**config.mk**
```make
export PLATFORM = sky130hd
export DESIGN_NAME = lms_isqrt
export DESIGN_NICKNAME = d
export VERILOG_FILES = /design/src/rtl/lms_pkg.sv /design/src/rtl/lms_isqrt.sv
export SDC_FILE = /design/constraint.sdc
export NUM_CORES = 1
export LEC_CHECK = 0
export BUFFER_PORTS_ARGS = -buffer_cell sky130_fd_sc_hd__buf_2
export CAP_MARGIN = 20
export CORE_MARGIN = 2
export CORE_UTILIZATION = 26
export CTS_CLUSTER_SIZE = 16
export DETAILED_ROUTE_END_ITERATION = 12
export PLACE_DENSITY = 0.44
export SLEW_MARGIN = 20
export SYNTH_ARGS = -nofsm -noshare
export SYNTH_HDL_FRONTEND = slang
export SYNTH_SLANG_ARGS = --single-unit
```
**constraint.sdc**
```tcl
create_clock -name clock -period 5.2 [get_ports clock]
set_input_delay 0.52 -clock clock [delete_from_list [all_inputs] [get_ports clock]]
set_output_delay 0.52 -clock clock [all_outputs]
set_load 0.02 [all_outputs]
```
**src/rtl/lms_pkg.sv**
```systemverilog
// Shared constants and codes for the loudest microphone selector.
package lms_pkg;

   // Default sizes
   localparam int MIC_COUNT_DEF     = 8;
   localparam int HISTORY_DEPTH_DEF = 64;
   localparam int MAX_FRAME_DEF     = 1024;

   // Field widths
   localparam int LEVEL_W   = 16;
   localparam int STAMP_W   = 32;
   localparam int SAMPLE_W  = 16;
   localparam int MIC_IDX_W = 3;
   localparam int MASK_W    = 8;
   localparam int WINDOW_W  = 16;
   localparam int ROOT_W    = 32;

   // Beat kinds on the request tuser
   localparam logic REQ_AUDIO = 1'b0;
   localparam logic REQ_TICK  = 1'b1;

   // Register indexes
   localparam logic CSR_MIC_ENABLE = 1'b0;
   localparam logic CSR_WINDOW     = 1'b1;

   localparam logic [WINDOW_W-1:0] WINDOW_RESET = 16'd2000;

endpackage

```
**src/rtl/lms_isqrt.sv**
```systemverilog
// Iterative integer square root, two radicand bits per cycle.
module lms_isqrt
   import lms_pkg::*;
(
   input  logic               clock,
   input  logic               reset,
   input  logic               start,
   input  logic [ROOT_W-1:0]  radicand,
   output logic               done,
   output logic [LEVEL_W-1:0] root
);
   logic [ROOT_W-1:0] v_ff, v_in;
   logic [ROOT_W-1:0] root_ff, root_in;
   logic [ROOT_W-1:0] bit_ff;
   logic [ROOT_W-1:0] trial;
   logic              busy_ff;
   logic              done_ff;

   // Digit-by-digit step
   always_comb begin
      trial = root_ff + bit_ff;
      if (v_ff >= trial) begin
         v_in    = v_ff - trial;
         root_in = (root_ff >> 1) + bit_ff;
      end else begin
         v_in    = v_ff;
         root_in = root_ff >> 1;
      end
   end

   always_ff @(posedge clock) begin
      if (reset) begin
         busy_ff <= 1'b0;
         done_ff <= 1'b0;
      end else if (start) begin
         busy_ff <= 1'b1;
         done_ff <= 1'b0;
      end else begin
         busy_ff <= busy_ff && (bit_ff != ROOT_W'(1));
         done_ff <= busy_ff && (bit_ff == ROOT_W'(1));
      end
   end

   always_ff @(posedge clock) begin
      if (start) begin
         v_ff    <= radicand;
         root_ff <= '0;
         bit_ff  <= ROOT_W'(1) << (ROOT_W - 2);
      end else if (busy_ff) begin
         v_ff    <= v_in;
         root_ff <= root_in;
         bit_ff  <= bit_ff >> 2;
      end
   end

   assign done = done_ff;
   assign root = root_ff[LEVEL_W-1:0];
endmodule

```
==> results.tsv <==
metric	value	unit
Lkg Pwr	3.02	nW
Post-Syn Area	6980	um2
measured slew at the worst slew-check pin	665	ps
Async S/R FF share, synth	0	
crit start category	register	
vias	6061	
total core area	26200	um2
CP Class	reg2reg	
layout cells sized above 1	0.121	
delay-heaviest family, CP	compound AO/OA/AOI/OAI gates	
Die H	168	um
post-DR vias/cell	5.04	
Reg clk slew, reported paths	70	ps
drt drc	0	
Final min period	4690	ps
Placement Rows	59	
die area	28200	um2
Reg area	1960	um2
diodes inserted	0	
synthesized instance count	842	
Multi-input gate area	4710	um2
RSZ-0062 raised after global routing	false	
CTS tree	built	
global placer's final weighted congestion	0.825	
CP max-delay cell	ha_1	
Post-Layout Cell Count	1203	
Clock Path Buffers	2	
synthesized area per cell	8.28	um2
Data required, critical path	5430	ps
Die Width	168	um
Hold Fails Final Rpt	0	
Post-synth EDFFs	32	
# setup viols final	0	
global-route wire length before repair	31.9	mm
largest net degree at the start of global routing	64	
critical path depth in cells	19	
PostCTS Resize Cnt	0	
synthesis-to-layout area growth	11.9	%
Post-DP HPWL	14.7	mm
Synth cell types	59	
initial cell density of the core	0.266	
Worst R2R Path Depth	19	
nets	965	
htree depth	3	
antenna viol nets, final	0	
HP Class	in2reg	
vias in the first global route	5793	
maximum clock frequency	0.213	GHz
peak supply drop	0.000217	V
fin crit share	0.903	
Top FF cell, synth	dfxtp_1	
worst skew pair latency	350	ps
Max Slew Vio Count	0	
CP Capture Type	register	
number of fill cells in the layout	2760	
Worst slew margin	0.557	
setup repair bufs after CTS	0	
CTS Hold Bufs	0	
worst path bufs/invs	1	
# port buffers	51	
skew final	11.9	ps
sequential cell area fraction in the yosys report	0.281	
GRT Total Usage	0.141	
clk sinks	82	
initial drt markers	363	
Num CTS Buffers	9	
Max-Cap Viols	0	
critical path peak fanout	18	
GR Overflow Total	0	
Worst EP arrival	4920	ps
worst path cell trace	ha_1 > a31oi_2 > a211oi_2 > a31oi_2 > o31ai_2 > nand2_1 > a221oi_1 > or2_2 > a31oi_1 > xor2_1 > ha_1 > nand2_1 > nor4_1 > o221ai_2 > a21oi_2 > buf_4 > mux2_2 > mux2i_1 > nor2_1	
hold depth	2	
Cells after DPL	1187	
DR pass1 iterations	5	
initial antenna violation count	0	
TNS Setup	0	ps
Ys Warns	0	
IO Count	52	
Post-Route WL	19.6	mm
Pwr Density	504	nW/um2
Routed WL per cell	16.3	um
outcome	finished clean	
Largest stage delay, worst path	380	ps
Mapped Nets	944	
Root Driver	clkbuf_16	
flops & latches, synth	82	
-- registers in the layout (all words and copies together) (netlist names) --
name	cells
busy_ff	1
done	1
root_ff	32
bit_ff	16
v_ff	32
-- synth_stat cells, types with 10 or more instances --
library cell,instances,area share
o21ai_0,65,0.047
edfxtp_1,32,0.14
a31oi_1,23,0.021
mux2i_1,23,0.033
a21o_1,12,0.013
buf_4,17,0.018
or3_1,10,0.0090
xor2_1,39,0.049
o21a_1,11,0.012
a211oi_1,22,0.024
dfxtp_1,50,0.14
nand3_1,11,0.0079
xnor2_1,30,0.038
clkbuf_1,33,0.018
nor2_1,92,0.050
inv_1,19,0.010
o21bai_1,13,0.014
a21oi_1,49,0.035
nand2_1,91,0.049
ha_1,66,0.12
nand4_1,12,0.011
-- worst register-to-register path, cell delays in order (launching register included) --
cell      delay (ps)
dfxtp_1          360
ha_1             370
a31oi_2          150
a211oi_2         300
a31oi_2          170
o31ai_2          260
nand2_1          130
a221oi_1         340
or2_2            200
a31oi_1           90
xor2_1           170
ha_1             380
nand2_1          120
nor4_1           340
o221ai_2         190
a21oi_2          170
buf_4            280
mux2_2           380
mux2i_1          140
nor2_1            50
-- cell families (layout without fill, tap and decap cells) --
logic type / Yosys count / in the layout / share of synthesized area
multiplexers: 27 / 27 / 0.0395
flip-flops: 82 / 82 / 0.281
XOR/XNOR: 69 / 69 / 0.0866
AND/OR/NAND/NOR: 268 / 268 / 0.175
buffers and inverters: 72 / 98 / 0.0493
adder cells (fa/ha/maj): 67 / 67 / 0.121
AO/OA/AOI/OAI: 257 / 257 / 0.247
-- path summary, 6_finish.rpt --
| check | start | endpoint | slack (ps) |
|---|---|---|---|
| min | reset | busy_ff | 350 |
| max reg2reg | root_ff[2] | root_ff[2] | 510 |
| max | root_ff[2] | root_ff[2] | 510 |
| min reg2reg | root_ff[0] | root_ff[0] | 510 |
-- placed cells by master (no fill, tap or decap), types with 5 or more instances in the layout --
cell type / netlist / layout
a21o_1: 12 / 12
nand4_1: 12 / 12
buf_2: 2 / 50
o211ai_1: 9 / 9
o21a_1: 11 / 11
xor2_1: 39 / 39
buf_4: 17 / 12
nand3b_1: 5 / 5
o21bai_1: 13 / 13
nor2_1: 92 / 92
inv_1: 19 / 19
dfxtp_1: 50 / 49
or3_1: 10 / 10
nand2_1: 91 / 91
nand3_1: 11 / 11
o311a_1: 8 / 8
o21ai_0: 65 / 65
a21oi_1: 49 / 48
nand2b_1: 5 / 5
nor2b_1: 9 / 9
mux2i_1: 23 / 23
edfxtp_1: 32 / 32
a211oi_1: 22 / 21
ha_1: 66 / 65
a31oi_1: 23 / 21
and3_1: 8 / 8
a311oi_1: 8 / 8
clkbuf_16: 0 / 9
o221ai_1: 6 / 6
xnor2_1: 30 / 30
nor3_1: 6 / 6
-- metal layers --
| layer | up-vias | part of all wire | GRT usage |
|---|---|---|---|
| met2 | 83 | 0.42 | 0.210 |
| met3 | 14 | 0.030 | 0.0186 |
| li1 | 3144 | - | - |
| met4 | 0 | 0.013 | 0.0386 |
| met5 | - | 0 | 0 |
| met1 | 2820 | 0.54 | 0.213 |
-- where the power goes --
part           internal [mW]  leakage (nW)  switching (mW)
combinational          0.928          2.15            1.33
sequential             0.890         0.730           0.142
clock                  0.341         0.137           0.297
-- final cells by class --
type	count	share of cell area
clock inverter	5	0.00481
timing repair buffer	63	0.0462
clock buffer	11	0.0311
sequential	82	0.251
multi-input combinational	688	0.604
tap	335	0.0537
inverter	19	0.00914
-- metrics by stage --
| step | instance area (um2) | util | power [mW] | setup WS [ps] | hold slack [ps] |
|---|---|---|---|---|---|
| finish | 7810 | 0.298 | 3.93 | 506 | 347 |
| global route | 7810 | 0.298 | 4.30 | 29.8 | 364 |
| floorplan | 6980 | - | 2.77 | 85.2 | 475 |
| global placement | 7480 | 0.286 | 3.31 | 217 | 498 |
| CTS | 7760 | 0.296 | 3.95 | 170 | 347 |
| detailed placement | 7480 | 0.286 | 3.29 | 204 | 498 |
Note: power is estimated with default switching activity, not from simulation.
