## src/rtl/lms_div.sv

```systemverilog
// Restoring divider, one quotient bit per cycle.
module lms_div #(
   parameter int DW = 42,
   parameter int VW = 11
) (
   input  logic          clock,
   input  logic          reset,
   input  logic          start,
   input  logic [DW-1:0] dividend,
   input  logic [VW-1:0] divisor,
   output logic          done,
   output logic [DW-1:0] quotient
);
   localparam int CTW = $clog2(DW + 1);

   logic [VW-1:0]  rem_ff, rem_in;
   logic [DW-1:0]  quo_ff, quo_in;
   logic [VW-1:0]  den_ff;
   logic [CTW-1:0] cnt_ff, cnt_in;
   logic           busy_ff, busy_in;
   logic           done_ff, done_in;
   logic [VW:0]    trial;
   logic           fits;

   // One subtract-and-shift step
   always_comb begin
      trial   = {rem_ff, quo_ff[DW-1]};
      fits    = trial >= {1'b0, den_ff};
      rem_in  = fits ? VW'(trial - {1'b0, den_ff}) : VW'(trial);
      quo_in  = {quo_ff[DW-2:0], fits};
      cnt_in  = cnt_ff - CTW'(1);
      busy_in = busy_ff && (cnt_ff != CTW'(1));
      done_in = busy_ff && (cnt_ff == CTW'(1));
   end

   always_ff @(posedge clock) begin
      if (reset) begin
         busy_ff <= 1'b0;
         done_ff <= 1'b0;
         cnt_ff  <= '0;
      end else if (start) begin
         busy_ff <= 1'b1;
         done_ff <= 1'b0;
         cnt_ff  <= CTW'(DW);
      end else begin
         busy_ff <= busy_in;
         done_ff <= done_in;
         cnt_ff  <= busy_ff ? cnt_in : cnt_ff;
      end
   end

   always_ff @(posedge clock) begin
      if (start) begin
         rem_ff <= '0;
         quo_ff <= dividend;
         den_ff <= divisor;
      end else if (busy_ff) begin
         rem_ff <= rem_in;
         quo_ff <= quo_in;
      end
   end

   assign done     = done_ff;
   assign quotient = quo_ff;
endmodule

```

## config.mk

```make
export PLATFORM = sky130hd
export DESIGN_NAME = lms_div
export DESIGN_NICKNAME = d
export VERILOG_FILES = /design/src/rtl/lms_div.sv
export SDC_FILE = /design/constraint.sdc
export NUM_CORES = 1
export LEC_CHECK = 0
export BUFFER_PORTS_ARGS = -buffer_cell sky130_fd_sc_hd__buf_2
export CAP_MARGIN = 20
export CORE_ASPECT_RATIO = 0.8
export CORE_UTILIZATION = 40
export CTS_BUF_LIST = sky130_fd_sc_hd__clkbuf_2 sky130_fd_sc_hd__clkbuf_4 sky130_fd_sc_hd__clkbuf_8
export DETAILED_ROUTE_END_ITERATION = 8
export PLACE_DENSITY = 0.68
export SYNTH_ARGS = -nofsm -noshare
export SYNTH_HDL_FRONTEND = slang
export SYNTH_SLANG_ARGS = --single-unit
```

## constraint.sdc

```tcl
create_clock -name clock -period 4.7 [get_ports clock]
set_input_delay 0.94 -clock clock [delete_from_list [all_inputs] [get_ports clock]]
set_output_delay 0.94 -clock clock [all_outputs]
set_load 0.03 [all_outputs]
```

==> results.md, run 1 <==
* Post_cts resized at 0
* PortBufs at 98
* First-pass GRT wire length at 10800 um
* Hold slack at 0.510 ns
* Worst-path cell chain: inv_1 -> ha_1 -> fa_1 -> nor2b_4 -> o31a_4 -> o21ai_4 -> o21ai_2 -> mux2_4 -> a211oi_2
* Post-CTS setup buffers at 0
* Status: completed
* CTS tree: done
* DP Cell Count at 479
* Register area share after synthesis at 55.2%
* CP top delay family: compound AO/OA/AOI/OAI gates
* Layout filler cell count at 748
* HP Class: reg2reg
* Rows at 30
* Worst Path Max Fanout at 14
* Cell area after synthesis at 3570 sq um
* Crit. End Element: flop
* RSZ-0062 raised after global routing: no
* Placeable core area at 8560 sq um
* FF-to-FF End: rem_ff[0]$_SDFFE_PP0P_
* Clock Skew at 0.00987 ns
* Pre-Repair DR Iteration Count at 4
* Post-layout min period at 2.71 ns
* Sequential Area at 1970 sq um
* RR Startpoint: quotient[41]$_DFFE_PP_
* Die footprint at 9320 sq um
* Clock buffer depth at 2
* Finished Layout Cells at 495
* EDFF count, synth at 53
* Detailed Place HPWL at 4910 um
* Multi-input logic area at 1480 sq um
* Critical Path AT at 2.97 ns
* Leak at 1.81 nW
* # diodes at 0
* Max-cap violations at 0
* Average size of a mapped cell at 12.7 sq um
* CP required at 4.96 ns
* WP buf/inv at 1
* Clock transition at path regs at 0.08 ns
* Crit start category: flop
* Clk Latency, worst-skew pair at 0.35 ns
* Distinct cells, synth at 49
* Dominant cells by area after synthesis: edfxtp_1 (45%), mux2_2 (13%), dfxtp_1 (11%)
* Vias per cell at 5.01
* Initial antenna violation count at 0
* GRT Total Usage at 15.3%
* WP depth at 9
* Initial DRC count at 98
* Worst slew pin tran at 1.01 ns
* Area leader, netlist: edfxtp_1
* Drt total wl at 7140 um
* PwrDens at 399 nW/um^2
* Top cells by count, synth: edfxtp_1 (53), mux2_2 (42), nor2_1 (28)
* Most numerous cell in the Yosys netlist: edfxtp_1
* Die width at 108 um
* Slew margin rel. at 32.4%
* Setup TNS at 0 ns
* Synth top area share at 44.5%
* Slew Viols, Final at 0
* Critical Path Sink: rem_ff[0]$_SDFFE_PP0P_
* Endpoints failing setup at 0
* Number of remaining DRC errors at 0
* RePlAce Congestion at 0.809
* Final net count at 448
* Tcrit/Tclk final at 57.7%
* Max IR drop VDD at 0.000183 V
* DR WL/cell at 14.4 um
* Slowest stage cell, crit path: o21ai_2
* Critical path launch point: quotient[41]$_DFFE_PP_
* Syn Nets at 351
* Share of cells above drive strength 1 at 44.1%
* Post-Syn Instances at 281
* Vias at 2482
* Area Growth Syn to Fin at 22.3%
* Final hold violations at 0
* Antenna-violating nets left at 0
* Setup CP Type: reg2reg
* Vias in the first global route at 2239
* Flop-to-flop setup slack at 1.99 ns
* Hold buffer count at cts at 0
* I/O pin count at 99
* Root Buffer: clkbuf_8
* Clock Sinks at 72
* CTS H-tree depth at 3
* Remaining Overflow, GRT at 0
* Largest net degree at the start of global routing at 75
* Starting density of the core at 41.8%
* Die Ht at 86.5 um
* Fraction of registers with async set/reset at 0%
* Warnings from Yosys at 0
* CTS Buf Count at 9
* R2R cell count at 9
* Max incr delay on CP at 0.61 ns
* Top FF cell, synth: edfxtp_1
* FMAX at 369 MHz
* Post-synthesis register bit count at 72
[layout make-up]
type	instances	share of cell area, %
clock buffer	10	3.01
timing repair buffer	100	11.6
clock inverter	6	2.06
inverter	15	1.29
sequential	72	45.1
tap	112	3.21
multi-input combinational	180	33.8
[stage by stage]
stage	area, sq um	utilization (%)	power [W]	setup slack (ns)
4_1_cts	4370	51.1	0.00176	1.98
3_3_place_gp	4150	48.5	0.00119	2.11
5_1_grt	4370	51.1	0.00182	1.82
3_5_place_dp	4150	48.5	0.00120	2.00
2_1_floorplan	3570	-	0.00110	2.30
6_report	4370	51.1	0.00174	1.99
[worst min-delay path by stage]
stage,startpoint,endpoint,cells past startpoint
final,rem_ff[9]$_SDFFE_PP0P_,rem_ff[9]$_SDFFE_PP0P_,2
after global routing,rem_ff[9]$_SDFFE_PP0P_,rem_ff[9]$_SDFFE_PP0P_,2
after CTS,rem_ff[9]$_SDFFE_PP0P_,rem_ff[9]$_SDFFE_PP0P_,2
after detailed placement,rem_ff[9]$_SDFFE_PP0P_,rem_ff[9]$_SDFFE_PP0P_,2
after global placement,rem_ff[4]$_SDFFE_PP0P_,rem_ff[4]$_SDFFE_PP0P_,2
after floorplan,rem_ff[4]$_SDFFE_PP0P_,rem_ff[4]$_SDFFE_PP0P_,2
[metal layers]
metal | up-vias | part of all wire, % | GRT usage [%]
li1 | 1230 | - | -
met1 | 1169 | 46 | 20.5
met2 | 70 | 47 | 23.5
met3 | 13 | 5.3 | 3.91
met4 | 0 | 1.9 | 6.72
met5 | - | 0 | 0
[registers in the layout (all words and copies together) (netlist names)]
register and flops:
busy_ff 1, cnt_ff 6, den_ff 11, done 1, quotient 42, rem_ff 11
[cell usage in the layout, fill, tap and decap left out, types with 2 or more instances in the layout]
cell	instances
a211oi_1	7
a21oi_1	7
a311oi_1	2
buf_2	98
buf_4	2
bufinv_16	2
clkbuf_8	9
dfxtp_1	19
edfxtp_1	53
ha_1	13
inv_1	15
inv_6	2
mux2_2	42
mux2i_1	7
nand2_1	9
nand2b_1	4
nand3_1	3
nor2_1	28
nor3_1	5
nor4_2	2
nor4b_1	2
nor4bb_1	2
o211ai_1	3
o21a_1	2
o21ai_0	5
o21ai_1	3
o22ai_1	2
or3_1	2
xnor2_1	8
xor2_1	2
[logic make-up after synthesis]
| kind of cell | after synthesis | synth area share, % |
|---|---|---|
| AOI/OAI and AO/OA | 39 | 7.95 |
| xor gates and xnor gates | 10 | 2.45 |
| adders and majority gates | 14 | 5.11 |
| buffers and inverters | 29 | 3.54 |
| DFF | 72 | 55.2 |
| muxes | 50 | 15.6 |
| and+or+nand+nor | 67 | 10.2 |
[power by group]
part	total (W)	internal [W]	leakage (nW)	switching, W
Clock	0.000552	0.000308	0.111	0.000244
Sequential	0.000788	0.000755	0.687	0.0000328
Combinational	0.000401	0.000162	1.01	0.000239
Total	0.00174	0.00123	1.81	0.000517
[tightest hold or removal path, stage by stage (launching register included)]
cell      delay [ns]
dfxtp_1         0.33
nor2_1          0.08
a311oi_1        0.05
Power figures use the tool's default switching activity.
==> run 2, diff against run 1 <==
PLACE_DENSITY = 0.7   (was 0.68)
clock period = 2.3 ns   (was 4.7 ns; I/O delays follow)
==> results.md, run 2 (synthesized netlist as in run 1, its figures left out) <==
* Pre-Repair DR Iteration Count at 4 (unchanged)
* Starting density of the core at 41.8% (unchanged)
* Final hold violations at 0 (unchanged)
* # diodes at 0 (unchanged)
* Setup TNS at 0 ns (unchanged)
* Cell Area, Placed at 4230 sq um (+2.0%)
* Post-layout min period at 2.28 ns (-0.431 ns)
* Final net count at 460 (+2.7%)
* Remaining Overflow, GRT at 0 (unchanged)
* Critical Path AT at 2.55 ns (-0.42 ns)
* Antenna-violating nets left at 0 (unchanged)
* Detailed Place HPWL at 5170 um (+5.4%)
* First-pass GRT wire length at 11200 um (+3.8%)
* Most frequent cells in the layout: buf_2 (98), edfxtp_1 (53), mux2_2 (42)
* DP Cell Count at 487 (+1.7%)
* Worst Path Max Fanout at 8 (-6)
* Top cell by count, worst path: o21ai_4
* Hold slack at 0.284 ns (-0.226 ns)
* RSZ-0062 raised after global routing: yes
* Slowest stage cell, crit path: fa_2
* Max incr delay on CP at 0.41 ns (-0.20 ns)
* Endpoints failing setup at 0 (unchanged)
* Die width at 108 um (unchanged)
* GRT Total Usage at 16.0% (+0.72 points)
* CTS Buf Count at 9 (unchanged)
* Layout filler cell count at 744 (-0.53%)
* PwrDens at 805 nW/um^2 (+100%)
* Placeable core area at 8560 sq um (unchanged)
* CTS H-tree depth at 3 (unchanged)
* Crit. End Element: flop
* Tcrit/Tclk final at 99.1% (+41 points)
* Initial antenna violation count at 0 (unchanged)
* I/O pin count at 99 (unchanged)
* DR WL/cell at 14.6 um (+1.4%)
* Initial DRC count at 101 (+3.1%)
* Die footprint at 9320 sq um (unchanged)
* Drt total wl at 7420 um (+3.9%)
* Max-cap violations at 0 (unchanged)
* Leak at 1.87 nW (+3.3%)
* Clk Latency, worst-skew pair at 0.35 ns (about the same)
* RePlAce Congestion at 0.763 (-5.8%)
* CTS tree: done
* RR Startpoint: quotient[41]$_DFFE_PP_
* Vias at 2485 (+0.12%)
* Max FFs per register at 42 (unchanged)
* Root Buffer: clkbuf_8
* FF-to-FF End: rem_ff[0]$_SDFFE_PP0P_
* Number of remaining DRC errors at 0 (unchanged)
* Worst-path cell chain: inv_2 -> ha_2 -> fa_2 -> nor2b_4 -> o31a_4 -> o21ai_4 -> o21ai_4 -> mux2_4 -> a211oi_2
* Status: completed
* Die Ht at 86.5 um (unchanged)
* CP top delay family: compound AO/OA/AOI/OAI gates
* Post-Layout Inst Area at 4490 sq um (+2.8%)
* Area Growth Syn to Fin at 25.7%
* Setup CP Type: reg2reg
* Critical path launch point: quotient[41]$_DFFE_PP_
* Critical Path Sink: rem_ff[0]$_SDFFE_PP0P_
* Crit start category: flop
* Max IR drop VDD at 0.000491 V (+170%)
* CP required at 2.57 ns (-2.39 ns)
* WP buf/inv at 1 (unchanged)
* Largest net degree at the start of global routing at 75 (unchanged)
* Finished Layout Cells at 507 (+2.4%)
* Clock Sinks at 72 (unchanged)
* HP Class: in2reg
* Clock Skew at 0.00776 ns (-0.00211 ns)
* PortBufs at 98 (unchanged)
* Slew Viols, Final at 0 (unchanged)
* Worst slew pin tran at 0.996 ns (-0.0173 ns)
* Vias per cell at 4.90 (-2.2%)
* FMAX at 439 MHz (+19%)
* R2R cell count at 9 (unchanged)
* Clock buffer depth at 2 (unchanged)
* Hold-critical path depth at 1 (-1)
* WP depth at 9 (unchanged)
* Vias in the first global route at 2349 (+4.9%)
* Slew margin rel. at 33.6% (+1.2 points)
* Most common cell after layout, fill and taps aside: buf_2
* Flop-to-flop setup slack at 0.02 ns (-1.97 ns)
* Share of cells above drive strength 1 at 46.6% (+2.5 points)
* Clock transition at path regs at 0.08 ns (about the same)
* Rows at 30 (unchanged)
[run 2: area by class of cell]
| cell class | count | area, sq um | area share [%] |
|---|---|---|---|
| clock buffer | 10 | 131 | 2.92 |
| clock inverter | 6 | 93.8 | 2.09 |
| inverter | 15 | 56.3 | 1.25 |
| multi-input combinational | 180 | 1490 | 33.1 |
| sequential | 72 | 1970 | 43.9 |
| tap | 112 | 140 | 3.12 |
| timing repair buffer | 112 | 612 | 13.6 |
[run 2: power by group]
part           switching [W]  internal (W)
combinational       0.000508      0.000379
sequential         0.0000676       0.00154
clock               0.000489      0.000628
[run 2: timing repair]
item,CTS,global route
pin swaps,1,3
gates resized for setup,0,3
endpoints found under the setup margin,2,9
hold buffers,0,0
setup buffers,1,3
[run 2: through the flow]
| step | setup slack [ns] | total power (W) | utilization (%) |
|---|---|---|---|
| finish | 0.0215 | 0.00361 | 52.5 |
| global route | -0.0486 | 0.00378 | 52.5 |
| CTS | 0.0194 | 0.00364 | 52.2 |
| detailed placement | 0.0277 | 0.00250 | 49.4 |
| global placement | 0.0784 | 0.00248 | 49.4 |
| floorplan | -0.0437 | 0.00226 | - |
[run 2: per-layer routing]
| metal | vias up | GRT usage, % | wire length, um | share of wire, % |
|---|---|---|---|---|
| met3 | 10 | 4.29 | 219 | 3.0 |
| met1 | 1177 | 20.5 | 3470 | 47 |
| met5 | - | 0 | 0 | 0 |
| met4 | 0 | 6.35 | 111 | 1.5 |
| met2 | 45 | 26.0 | 3620 | 49 |
| li1 | 1253 | - | - | - |
[run 2: worst min path at each step]
stage | startpoint | endpoint | slack (ns)
4_1_cts | divisor[4] | den_ff[4]$_DFFE_PP_ | 0.27
2_1_floorplan | rem_ff[4]$_SDFFE_PP0P_ | rem_ff[4]$_SDFFE_PP0P_ | 0.47
3_5_place_dp | rem_ff[4]$_SDFFE_PP0P_ | rem_ff[4]$_SDFFE_PP0P_ | 0.50
5_1_grt | divisor[4] | den_ff[4]$_DFFE_PP_ | 0.27
6_report | divisor[7] | den_ff[7]$_DFFE_PP_ | 0.28
3_3_place_gp | rem_ff[4]$_SDFFE_PP0P_ | rem_ff[4]$_SDFFE_PP0P_ | 0.49
==> run 3, diff against run 2 <==
BUFFER_PORTS_ARGS = unset   (was -buffer_cell sky130_fd_sc_hd__buf_2)
DONT_BUFFER_PORTS = 1   (was unset)
PLACE_DENSITY = 0.6   (was 0.7)
==> results.md, run 3 (synthesized netlist as in run 1, its figures left out) <==
* I/O pin count at 99 (unchanged)
* Slew Viols, Final at 0 (unchanged)
* Post-Layout Inst Area at 4000 sq um (-11%)
* Status: completed
* Leak at 1.47 nW (-21%)
* Clock Sinks at 72 (unchanged)
* Rows at 30 (unchanged)
* DR WL/cell at 16.0 um (+9.1%)
* Placeable core area at 8560 sq um (unchanged)
* Sequential Area at 1970 sq um (unchanged)
* Remaining Overflow, GRT at 0 (unchanged)
* Die Ht at 86.5 um (unchanged)
* Starting density of the core at 41.8% (unchanged)
* Endpoints failing setup at 0 (unchanged)
* Initial DRC count at 108 (+6.9%)
* Slew margin rel. at 60.9% (+27 points)
* Initial antenna violation count at 1 (+1)
* Most common cell after layout, fill and taps aside: edfxtp_1
* CP required at 2.39 ns (-0.18 ns)
* Setup CP Type: reg2reg
* CP top delay family: compound AO/OA/AOI/OAI gates
* Crit start category: flop
* Max FFs per register at 42 (unchanged)
* Detailed Place HPWL at 4440 um (-14%)
* Crit. End Element: flop
* Worst slew pin tran at 0.578 ns (-0.418 ns)
* Tcrit/Tclk final at 95.7% (-3.4 points)
* Largest net degree at the start of global routing at 76 (+1.3%)
* PortBufs at 0 (-100%)
* Layout filler cell count at 787 (+5.8%)
* Vias per cell at 5.25 (+7.1%)
* Vias at 2136 (-14%)
* GRT Total Usage at 14.3% (-1.8 points)
* Share of cells above drive strength 1 at 28.9% (-18 points)
* CTS H-tree depth at 3 (unchanged)
* Die footprint at 9320 sq um (unchanged)
* Worst-path cell chain: inv_2 -> ha_2 -> fa_2 -> nor2b_4 -> o31a_4 -> o21ai_4 -> o21ai_4 -> buf_4 -> mux2_2
* Drt total wl at 6500 um (-12%)
* Pre-Repair DR Iteration Count at 4 (unchanged)
* RePlAce Congestion at 0.778 (+2.0%)
* Clock Skew at 0.00977 ns (+0.00200 ns)
* Clock buffer depth at 2 (unchanged)
* Post-layout min period at 2.20 ns (-0.0775 ns)
* Number of remaining DRC errors at 0 (unchanged)
* Multi-input logic area at 1510 sq um (+1.2%)
* WP buf/inv at 2 (+1)
* Max IR drop VDD at 0.000615 V (+25%)
* PwrDens at 865 nW/um^2 (+7.6%)
* FMAX at 454 MHz (+3.5%)
* Worst Path Max Fanout at 6 (-2)
* Top cell by count, worst path: o21ai_4
* Clock transition at path regs at 0.08 ns (about the same)
* Area Growth Syn to Fin at 11.8%
* Hold buffer count at cts at 0 (unchanged)
* Root Buffer: clkbuf_8
* HP Class: in2reg
* Max-cap violations at 0 (unchanged)
* Final net count at 359 (-22%)
* CTS tree: done
* Max incr delay on CP at 0.41 ns (about the same)
* Final Util at 46.7% (-5.8 points)
* Final hold violations at 0 (unchanged)
* CTS Buf Count at 9 (unchanged)
* Most frequent cells in the layout: edfxtp_1 (53), mux2_2 (42), nor2_1 (28)
* Die width at 108 um (unchanged)
* Vias in the first global route at 2068 (-12%)
* Antenna-violating nets left at 0 (unchanged)
* Slowest stage cell, crit path: edfxtp_1
* Clk Latency, worst-skew pair at 0.34 ns (about the same)
* Critical Path AT at 2.29 ns (-0.26 ns)
* Cell Area, Placed at 3730 sq um (-12%)
* First-pass GRT wire length at 10000 um (-11%)
[run 3: cell types whose count changed in the layout (fill, tap and decap cells not counted), sizes merged]
cell    before  now
diode        0    1
clkbuf      10   11
clkinv       3    2
buf        112   11
[run 3: report_power, final]
group	total, W	leakage (nW)	internal [W]	switching, W
Combinational	0.000567	0.674	0.000291	0.000276
Clock	0.00111	0.110	0.000635	0.000472
Sequential	0.00178	0.687	0.00155	0.000235
[run 3: path summary, 6_finish.rpt]
check                    startpoint  cells past startpoint                endpoint  slack (ns)
min reg2reg  rem_ff[9]$_SDFFE_PP0P_                      2  rem_ff[9]$_SDFFE_PP0P_        0.51
max reg2reg  quotient[41]$_DFFE_PP_                      9   quotient[0]$_DFFE_PP_         0.1
min                           start                      1  rem_ff[8]$_SDFFE_PP0P_        0.18
max          quotient[41]$_DFFE_PP_                      9   quotient[0]$_DFFE_PP_         0.1
[run 3: timing repair]
item	CTS	global route
endpoints found under the setup margin	0	8
buffers inserted	0	3
hold endpoints to repair	0	0
resized for setup	0	6
[run 3: stage by stage]
stage | power (W) | setup slack, ns | setup TNS, ns | hold WS, ns | instances
floorplan | 0.00226 | -0.0437 | -0.0486 | 0.474 | 281
global placement | 0.00235 | 0.0867 | 0 | 0.486 | 387
detailed placement | 0.00235 | 0.0311 | 0 | 0.495 | 387
CTS | 0.00347 | 0.00337 | 0 | 0.160 | 403
global route | 0.00361 | -0.000997 | -0.000997 | 0.158 | 406
finish | 0.00346 | 0.0991 | 0 | 0.183 | 407
[run 3: area by class of cell]
type | instances | share of cell area (%)
Inverter | 15 | 1.41
Sequential cell | 72 | 49.4
Timing Repair Buffer | 11 | 2.47
Clock inverter | 5 | 2.04
Multi-Input combinational cell | 180 | 37.7
Clock buffer | 11 | 3.48
Tap cell | 112 | 3.51
Antenna cell | 1 | 0.0626
[run 3: per-layer routing]
layer	track usage [%]	vias up	part of all wire (%)
met5	0	-	0
met4	4.86	0	0.49
met3	6.62	2	7.9
met2	20.4	64	45
met1	19.0	1018	47
li1	-	1052	-
